File: config.mk
export PLATFORM = sky130hd
export DESIGN_NAME = annexb_nal_splitter
export DESIGN_NICKNAME = d
export VERILOG_FILES = /design/src/anxb_pkg.sv /design/src/anxb_parse.sv /design/src/annexb_nal_splitter.sv
export SDC_FILE = /design/constraint.sdc
export NUM_CORES = 1
export LEC_CHECK = 0
export ABC_AREA = 1
export BUFFER_PORTS_ARGS = -buffer_cell sky130_fd_sc_hd__buf_2
export CAP_MARGIN = 30
export CORE_UTILIZATION = 50
export DETAILED_ROUTE_END_ITERATION = 6
export PLACE_DENSITY = 0.66
export SETUP_SLACK_MARGIN = 0.05
export SYNTH_ARGS = -nofsm -noshare
export SYNTH_HDL_FRONTEND = slang
export SYNTH_HIERARCHICAL = 1
export SYNTH_SLANG_ARGS = --single-unit
File: constraint.sdc
create_clock -name clk -period 8.4 [get_ports clk]
set_clock_uncertainty 0.2 [all_clocks]
set_input_delay 1.26 -clock clk [delete_from_list [all_inputs] [get_ports clk]]
set_output_delay 1.26 -clock clk [all_outputs]
set_load 0.01 [all_outputs]
File: src/anxb_pkg.sv
// Shared types, constants and helpers for the Annex-B NAL unit splitter.
package anxb_pkg;

  // Longest packet the length counters are sized for.
  localparam int MAX_PACKET_BYTES = 65536;

  // Payload length saturates here.
  localparam logic [15:0] LEN_CAP =
    16'((MAX_PACKET_BYTES < 65535) ? MAX_PACKET_BYTES : 65535);

  // Most results that one input byte can cause.
  localparam int MAX_RESULTS = 4;

  // Start-code lengths as reported on the result channel.
  localparam logic [2:0] SC_SHORT = 3'd3;
  localparam logic [2:0] SC_LONG  = 3'd4;

  // Parser phase.
  typedef enum logic [1:0] {
    PH_EXPECT,
    PH_UNIT,
    PH_DROP
  } phase_t;

  // Parser state carried from one byte to the next.
  typedef struct packed {
    phase_t      phase;
    logic [1:0]  zero_run;
    logic [7:0]  held_byte;
    logic        held_valid;
    logic        long_code;
    logic        first_pending;
    logic [15:0] payload_count;
  } state_t;

  localparam state_t STATE_RESET = '{
    phase:         PH_EXPECT,
    zero_run:      2'd0,
    held_byte:     8'h00,
    held_valid:    1'b0,
    long_code:     1'b0,
    first_pending: 1'b0,
    payload_count: 16'd0
  };

  // One result item.
  typedef struct packed {
    logic [7:0]  nal_byte;
    logic        byte_valid;
    logic        nal_first;
    logic        nal_last;
    logic [2:0]  start_code_len;
    logic [15:0] nal_length;
    logic        bad_start;
    logic        run_last;
  } res_t;

  // Start-code length for the current unit.
  function automatic logic [2:0] code_len(logic long_code);
    return long_code ? SC_LONG : SC_SHORT;
  endfunction

  // Result that carries one payload byte; the count is already updated.
  function automatic res_t payload_res(logic [7:0] b, logic first, logic last,
                                       logic long_code, logic [15:0] count);
    res_t r;
    r                = '0;
    r.nal_byte       = b;
    r.byte_valid     = 1'b1;
    r.nal_first      = first;
    r.nal_last       = last;
    r.start_code_len = code_len(long_code);
    r.nal_length     = last ? count : 16'd0;
    return r;
  endfunction

  // Result for a unit with no payload.
  function automatic res_t empty_res(logic long_code);
    res_t r;
    r                = '0;
    r.nal_first      = 1'b1;
    r.nal_last       = 1'b1;
    r.start_code_len = code_len(long_code);
    return r;
  endfunction

  // Flag result for a packet that does not open with a start code.
  function automatic res_t bad_res();
    res_t r;
    r           = '0;
    r.bad_start = 1'b1;
    return r;
  endfunction

endpackage

File: src/anxb_parse.sv
// Per-byte start-code parser: next state and the results one byte causes.
module anxb_parse (
  input  logic [7:0]                                  data_byte,
  input  logic                                        packet_last,
  input  anxb_pkg::state_t                            st,
  output anxb_pkg::state_t                            st_next,
  output anxb_pkg::res_t [anxb_pkg::MAX_RESULTS-1:0] res,
  output logic [2:0]                                  res_count
);

  always_comb begin
    anxb_pkg::state_t s;
    logic [2:0] n;
    logic [2:0] np;
    logic       use_b;
    logic       do_flush;
    logic [7:0] pb;

    s        = st;
    n        = 3'd0;
    np       = 3'd0;
    use_b    = 1'b0;
    do_flush = 1'b0;
    pb       = 8'h00;
    res      = '0;

    case (s.phase)
      anxb_pkg::PH_UNIT: begin
        if (data_byte == 8'h01 && s.zero_run >= 2'd2) begin
          // A new start code closes the current unit.
          if (s.held_valid) begin
            if (s.payload_count < anxb_pkg::LEN_CAP) begin
              s.payload_count = s.payload_count + 16'd1;
            end
            res[n[1:0]] = anxb_pkg::payload_res(s.held_byte, s.first_pending, 1'b1,
                                                s.long_code, s.payload_count);
          end else begin
            res[n[1:0]] = anxb_pkg::empty_res(s.long_code);
          end
          n               = n + 3'd1;
          s.long_code     = (s.zero_run == 2'd3);
          s.zero_run      = 2'd0;
          s.held_valid    = 1'b0;
          s.first_pending = 1'b1;
          s.payload_count = 16'd0;
          do_flush        = packet_last;
        end else if (data_byte == 8'h00) begin
          // Zeros may still start a code; a fourth one is payload.
          if (s.zero_run < 2'd3) begin
            s.zero_run = s.zero_run + 2'd1;
          end else begin
            np = 3'd1;
          end
          if (packet_last) begin
            np       = np + {1'b0, s.zero_run};
            do_flush = 1'b1;
          end
        end else begin
          // Any other byte: pending zeros and the byte are payload.
          np         = {1'b0, s.zero_run} + 3'd1;
          use_b      = 1'b1;
          s.zero_run = 2'd0;
          do_flush   = packet_last;
        end
      end

      anxb_pkg::PH_DROP: begin
        if (packet_last) begin
          s.phase    = anxb_pkg::PH_EXPECT;
          s.zero_run = 2'd0;
        end
      end

      default: begin
        // A closing byte held back by the previous packet goes out first.
        if (s.held_valid) begin
          if (s.payload_count < anxb_pkg::LEN_CAP) begin
            s.payload_count = s.payload_count + 16'd1;
          end
          res[n[1:0]] = anxb_pkg::payload_res(s.held_byte, s.first_pending, 1'b1,
                                              s.long_code, s.payload_count);
          n               = n + 3'd1;
          s.first_pending = 1'b0;
          s.held_valid    = 1'b0;
        end
        if (data_byte == 8'h00 && s.zero_run < 2'd3) begin
          s.zero_run = s.zero_run + 2'd1;
          if (packet_last) begin
            res[n[1:0]] = anxb_pkg::bad_res();
            n           = n + 3'd1;
            s.zero_run  = 2'd0;
            s.phase     = anxb_pkg::PH_EXPECT;
          end
        end else if (data_byte == 8'h01 && s.zero_run >= 2'd2) begin
          s.long_code     = (s.zero_run == 2'd3);
          s.zero_run      = 2'd0;
          s.phase         = anxb_pkg::PH_UNIT;
          s.first_pending = 1'b1;
          s.payload_count = 16'd0;
          s.held_valid    = 1'b0;
          do_flush        = packet_last;
        end else begin
          res[n[1:0]] = anxb_pkg::bad_res();
          n           = n + 3'd1;
          s.zero_run  = 2'd0;
          s.phase     = packet_last ? anxb_pkg::PH_EXPECT : anxb_pkg::PH_DROP;
        end
      end
    endcase

    // Push payload bytes; each push releases the byte held before it.
    for (int i = 0; i < anxb_pkg::MAX_RESULTS; i++) begin
      if (3'(i) < np) begin
        pb = (use_b && (3'(i) == np - 3'd1)) ? data_byte : 8'h00;
        if (s.held_valid) begin
          if (s.payload_count < anxb_pkg::LEN_CAP) begin
            s.payload_count = s.payload_count + 16'd1;
          end
          if (n < 3'd4) begin
            res[n[1:0]] = anxb_pkg::payload_res(s.held_byte, s.first_pending, 1'b0,
                                                s.long_code, s.payload_count);
            n           = n + 3'd1;
          end
          s.first_pending = 1'b0;
        end
        s.held_byte  = pb;
        s.held_valid = 1'b1;
      end
    end

    // Packet end closes the last unit; with no slot left the close stays held.
    if (do_flush) begin
      if (s.held_valid) begin
        if (n < 3'd4) begin
          if (s.payload_count < anxb_pkg::LEN_CAP) begin
            s.payload_count = s.payload_count + 16'd1;
          end
          res[n[1:0]]  = anxb_pkg::payload_res(s.held_byte, s.first_pending, 1'b1,
                                               s.long_code, s.payload_count);
          n            = n + 3'd1;
          s.held_valid = 1'b0;
        end
      end else if (n < 3'd4) begin
        res[n[1:0]] = anxb_pkg::empty_res(s.long_code);
        n           = n + 3'd1;
      end
      s.zero_run      = 2'd0;
      s.phase         = anxb_pkg::PH_EXPECT;
      s.first_pending = 1'b0;
    end

    // Mark the final result of this byte.
    if (n != 3'd0) begin
      res[2'(n - 3'd1)].run_last = 1'b1;
    end

    st_next   = s;
    res_count = n;
  end

endmodule

File: src/annexb_nal_splitter.sv
// Annex-B NAL splitter: the first result of a byte appears in the cycle after the byte is transferred.
// A byte that causes at most one result is taken every cycle while nal_stall is low;
// a byte that causes more (up to four) stalls the input while the result buffer drains.
// The next byte is taken in the cycle the last buffered result is transferred.
// Reset (rst, synchronous) empties the result buffer and returns the parser to
// waiting for a packet start code.
module annexb_nal_splitter (
  input  logic        clk,
  input  logic        rst,
  input  logic        data_valid,
  output logic        data_stall,
  input  logic [7:0]  data_byte,
  input  logic        packet_last,
  output logic        nal_valid,
  input  logic        nal_stall,
  output logic [7:0]  nal_byte,
  output logic        byte_valid,
  output logic        nal_first,
  output logic        nal_last,
  output logic [2:0]  start_code_len,
  output logic [15:0] nal_length,
  output logic        bad_start,
  output logic        run_last
);

  anxb_pkg::state_t                            st;
  anxb_pkg::state_t                            st_next;
  anxb_pkg::res_t [anxb_pkg::MAX_RESULTS-1:0] res;
  anxb_pkg::res_t [anxb_pkg::MAX_RESULTS-1:0] rbuf;
  anxb_pkg::res_t                              cur;
  logic [2:0]                                  res_count;
  logic [2:0]                                  pend;
  logic [1:0]                                  head;
  logic                                        in_xfer;
  logic                                        out_xfer;

  anxb_parse u_parse (
    .data_byte   (data_byte),
    .packet_last (packet_last),
    .st          (st),
    .st_next     (st_next),
    .res         (res),
    .res_count   (res_count)
  );

  // Take a byte once the buffer is empty or its last result leaves now.
  assign data_stall = (pend > 3'd1) || ((pend == 3'd1) && nal_stall);
  assign in_xfer    = data_valid && !data_stall;
  assign nal_valid  = (pend != 3'd0);
  assign out_xfer   = nal_valid && !nal_stall;

  // Parser state and buffer occupancy.
  always_ff @(posedge clk) begin
    if (rst) begin
      st   <= anxb_pkg::STATE_RESET;
      pend <= 3'd0;
      head <= 2'd0;
    end else if (in_xfer) begin
      st   <= st_next;
      pend <= res_count;
      head <= 2'd0;
    end else if (out_xfer) begin
      pend <= pend - 3'd1;
      head <= head + 2'd1;
    end
  end

  // Result buffer loaded with everything one byte causes.
  always_ff @(posedge clk) begin
    if (in_xfer) begin
      rbuf <= res;
    end
  end

  // Present the head result.
  assign cur            = rbuf[head];
  assign nal_byte       = cur.nal_byte;
  assign byte_valid     = cur.byte_valid;
  assign nal_first      = cur.nal_first;
  assign nal_last       = cur.nal_last;
  assign start_code_len = cur.start_code_len;
  assign nal_length     = cur.nal_length;
  assign bad_start      = cur.bad_start;
  assign run_last       = cur.run_last;

endmodule

==> impl_metrics.ini, run 1 <==
[outcome]
status = finished with violations
violations = design-rule violations

[routing]
vias = 13430
route.detailed.drc = 2
drtIter0Drc = 1389
wirelength_um = 40400
wire_per_inst_um = 17.1
ant_nets = 0
drtPass1Iterations = 7
vias_per_cell = 5.70

[global_route]
grt_pass1_wl_um = 63000
antenna_found_initial = 0
grt.total_usage_pct = 28.4
grt_overflow_total = 0
grt_pass1_vias = 11961
grt_max_degree = 110

[yosys]
netlist_area_mm2 = 0.0136
yosysTopAreaCellShare_pct = 28.2
ys.flop_type = edfxtp_1
synth_top_area_cell = edfxtp_1
synthArstFlopShare_pct = 0
ys_ff_latch = 164
avgSynthCellArea_um2 = 6.90
syn_inst = 1975
synth.distinct_cells = 53
ys_seq_area_share_pct = 33.5
synth_edf_count = 128
ys_top_cells_by_area = edfxtp_1, nand2_1, nand3_1
synth_warnings = 6

[flow_run]
maxCapViolCount = 0

[placed_design]
place_congestion = 0.972
port_buffers = 46
hpwlAfterDp_um = 29900
dp_cells = 2315

[power_and_ir_drop]
peakVddDrop_uv = 184
netSwitchingFraction_pct = 38.3
total_power_w = 0.00296
total_leakage_power_nw = 6.25
p_int_w = 0.00183
clock_power_share_pct = 27.4
power_density_mw_per_mm2 = 199
power_switching_w = 0.00113
combPwrFrac_pct = 33.0
p_seq_share_pct = 39.6

[clocking]
root_buffer = clkbuf_16
clock_path_buffers = 2
cts_tree = done
cts_sinks = 164
holdBufCountCts = 0
worst_skew_pair.late_latency_ps = 450
h-tree-depth = 4
cts_buffers = 17
path_clk_slew_ps = 80

[setup_path]
r2r_start = st[29]
crit_end = rbuf[112]
criticalPathCategory = primary input to flip-flop
rr_endpoint = rbuf[112]
startpoint = data_byte[3]
crit_arrival_ps = 7700
cp_data_required_time_ps = 8370
critPathCaptureType = flip-flop
critPathLaunchType = primary input
slowest_delay_ps = 280
path_max_fanout = 19
critPathSlowestCell = ha_2
r2r_slack_ps = 740
reg2regPathDepth = 43
crit_path_frequent_cell = nand2_4

[finish]
fin_nets = 2058
final_common_cell = nand2_1
fin_cells = 2358
layout_common_cells = nand2_1, nor2_1, inv_1
area_growth_pct = 9.03
drive_gt1_share_pct = 14.8

[timing]
post-route-min-period_ps = 7730
fmax_mhz = 129
period_share_pct = 92.0
slew_headroom_pct = 37.3
final_hold_viol_count = 0
report.final.slew_viol_count = 0
worst_pin_slew_ps = 941
final-setup-viol-count = 0
rsz0062_at_grt = no

[floorplan]
floorplan.initialDensity_pct = 50.7
coreArea_mm2 = 0.0269
fp-row-count = 60
die_area_mm2 = 0.0279
io_pins = 47
fp.dieW_um = 167
die-height_um = 167

[worst_hold_path]
holdCritPathClass = flip-flop to flip-flop
holdPathStages = 2
-- worst min-delay path by stage --
stage	startpoint	endpoint	slack, ps
6_report	st[25]	st[25]	270
5_1_grt	st[20]	st[20]	310
4_1_cts	st[25]	st[25]	280
3_5_place_dp	st[25]	st[25]	260
3_3_place_gp	st[25]	st[25]	250
2_1_floorplan	st[25]	st[25]	240
-- critical path: cells and delay by family --
family	cells	cell delay, ps
XOR/XNOR	1	230
buffers and inverters	6	690
AO/OA/AOI/OAI	1	200
adder cells (fa/ha/maj)	4	910
AND/OR/NAND/NOR	33	4380
-- power groups by stage --
stage | sequential, W | clock, W | combinational [W]
finish | 0.00117 | 0.000813 | 0.000978
global route | 0.00119 | 0.000854 | 0.00108
CTS | 0.00117 | 0.000821 | 0.000965
detailed placement | 0.00119 | 0 | 0.000962
global placement | 0.00119 | 0 | 0.000932
floorplan | 0.00117 | 0 | 0.000686
-- routing by layer --
metal	track usage, %	part of all wire [%]
met1	39.8	45
met2	45.8	46
met3	4.07	7.0
met4	7.93	1.8
met5	0	0
-- cells in the mapped netlist, drive strengths merged, types with 4 or more instances --
| master | number |
|---|---|
| nand2 | 556 |
| nor2 | 277 |
| inv | 245 |
| nand3 | 200 |
| o21ai | 136 |
| edfxtp | 128 |
| a21oi | 75 |
| nand4 | 68 |
| o22ai | 46 |
| buf | 44 |
| ha | 42 |
| dfxtp | 36 |
| clkbuf | 33 |
| nor3 | 27 |
| xor2 | 11 |
| clkinv | 10 |
| o221ai | 6 |
| nor4 | 5 |
| nand3b | 4 |
| o21bai | 4 |
| xnor2 | 4 |
-- sequential cells by signal, summed over array words and instances (netlist names) --
| register | cells |
|---|---|
| head | 2 |
| pend | 3 |
| rbuf | 128 |
| st | 31 |
-- area by class of cell --
cell class	count	area (um^2)
well taps	341	427
diodes	1	2.50
clock inverters	15	203
fillers	2618	12000
repair buffers	83	567
multi-input cells	1482	7700
clock buffers	17	425
inverters	255	967
flip-flops and latches	164	4570
-- cell families (layout without fill, tap and decap cells) --
group                      Yosys count  after routing  synth area share [%]
AOI/OAI and AO/OA                  284            284                  11.7
xor gates and xnor gates            15             15                  1.02
adders and majority gates           42             42                  3.85
buffers and inverters              332            370                  10.4
DFF                                164            164                  33.5
other                                1              3                0.0275
and+or+nand+nor                   1137           1139                  39.5
-- metrics by stage --
step           setup TNS [ps]  setup WS [ps]  area [um^2]  util (%)  hold slack [ps]
2_1_floorplan               0            822        13600         -              245
3_3_place_gp                0            190        14000      52.2              252
3_5_place_dp            -4.03          -4.03        14100      52.5              256
4_1_cts                     0            390        14700      54.8              275
5_1_grt                     0           61.7        14900      55.3              309
6_report                    0            670        14900      55.3              275
-- timing repair --
item | 4_1_cts | 5_1_grt
gates resized for setup | 0 | 9
setup buffers | 0 | 8
setup endpoints to repair | 0 | 73
(Power assumes the default switching activity.)
==> inputs of run 2 (changes only) <==
Clock period 8.4 ns to 9 ns, I/O delays scaled along.
==> impl_metrics.ini, run 2 (synthesis results as in run 1) <==
[placed_design]
port_buffers = 46
hpwlAfterDp_um = 29800
place_area_mm2 = 0.0141
place_congestion = 0.952

[outcome]
status = finished with violations
violations = design-rule violations

[global_route]
grt_overflow_total = 0
antenna_found_initial = 0
grt_pass1_vias = 12175
grt.total_usage_pct = 28.8
grt_max_degree = 115
grt_pass1_wl_um = 63800

[routing]
route.detailed.drc = 1
vias = 13412
vias_per_cell = 5.70
ant_nets = 0
wire_per_inst_um = 17.0
drtIter0Drc = 1310
wirelength_um = 40000
drtPass1Iterations = 7

[timing]
post-route-min-period_ps = 8250
slew_headroom_pct = 33.5
fin_tns_setup_ps = 0
final-setup-viol-count = 0
worst_pin_slew_ps = 997
report.final.slew_viol_count = 0
period_share_pct = 91.6
final_hold_viol_count = 0
rsz0062_at_grt = no
fmax_mhz = 121

[clocking]
h-tree-depth = 4
cts_tree = done
root_buffer = clkbuf_16
holdBufCountCts = 0
cts_buffers = 17
clock_path_buffers = 2
worst_skew_pair.late_latency_ps = 440
cts_sinks = 164
path_clk_slew_ps = 80

[worst_hold_path]
holdCritPathClass = flip-flop to flip-flop

[floorplan]
coreArea_mm2 = 0.0269
fp.dieW_um = 167
die-height_um = 167
die_area_mm2 = 0.0279
floorplan.initialDensity_pct = 50.7
io_pins = 47
fp-row-count = 60

[finish]
final_common_cell = nand2_1
area_growth_pct = 8.41
fin_area_mm2 = 0.0148
largest_reg_flops = 128
regMostFlops = rbuf
fin_nets = 2055
antenna_cells = 0
drive_gt1_share_pct = 14.4
layout_common_cells = nand2_1, nor2_1, inv_1
fill_cells = 2620
reg_top3 = rbuf (128), st (31), pend (3)

[setup_path]
crit_arrival_ps = 8290
cp_data_required_time_ps = 9040
crit_path_frequent_cell = inv_1
critPathLaunchType = primary input
path_max_fanout = 19
criticalPathCategory = primary input to flip-flop
critPathSlowestCell = nor2_1
slowest_delay_ps = 690
r2r_slack_ps = 900
critPathCaptureType = flip-flop

[power_and_ir_drop]
total_leakage_power_nw = 6.21
peakVddDrop_uv = 171
power_density_mw_per_mm2 = 185

[flow_run]
maxCapViolCount = 0
## run 2: changes by cell type in the layout (fill, tap and decap cells not counted), sizes merged
cell,before,now
buf,83,81
bufinv,1,0
clkinv,16,14
clkinvlp,0,1
diode,1,0
inv,253,255
nor2,278,277
## run 2: path summary, 6_finish.rpt
check | start | end | depth (start not counted)
min reg2reg | st[25] | st[25] | 2
min | st[25] | st[25] | 2
max | data_byte[3] | rbuf[4] | 35
max reg2reg | st[1] | rbuf[4] | 48
## run 2: area by class of cell
cell class	instances	area [um^2]	share of cell area [%]
clock buffers	17	425	2.88
clock inverters	15	173	1.17
inverters	255	967	6.54
multi-input cells	1481	7670	51.9
flip-flops and latches	164	4570	30.9
well taps	341	427	2.89
repair buffers	81	546	3.69
## run 2: timing repair
item                                    in CTS  in global routing
resized for setup                            0                  1
setup buffers                                0                 10
endpoints found under the setup margin       0                 45
## run 2: critical path: cells and delay by family
kind	cells	cell delay (ps)
fa+ha+maj	3	820
buf+inv	13	1400
simple gates	15	3390
compound gates	4	1270
## run 2: power by group
group / total, W / internal, W / switching, W
Clock: 0.000733 / 0.000375 / 0.000358
Sequential: 0.00109 / 0.00104 / 0.0000489
Combinational: 0.000917 / 0.000271 / 0.000647
## run 2: routing by layer
metal | global-route usage [%] | vias to the layer above | routed length, um
li1 | - | 6604 | -
met4 | 8.90 | 0 | 895
met3 | 3.36 | 68 | 2820
met2 | 46.9 | 476 | 18200
met5 | 0 | - | 0
met1 | 40.1 | 6264 | 18100
## run 2: per-stage QoR
| step | power, W | util (%) | worst slack [ps] | hold slack (ps) | instances |
|---|---|---|---|---|---|
| 3_3_place_gp | 0.00197 | 52.1 | 429 | 254 | 2308 |
| 5_1_grt | 0.00289 | 55.0 | 109 | 324 | 2354 |
| 2_1_floorplan | 0.00173 | - | 1330 | 245 | 1976 |
| 4_1_cts | 0.00272 | 54.5 | 636 | 271 | 2342 |
| 6_report | 0.00274 | 55.0 | 752 | 272 | 2354 |
| 3_5_place_dp | 0.00199 | 52.3 | 211 | 261 | 2310 |
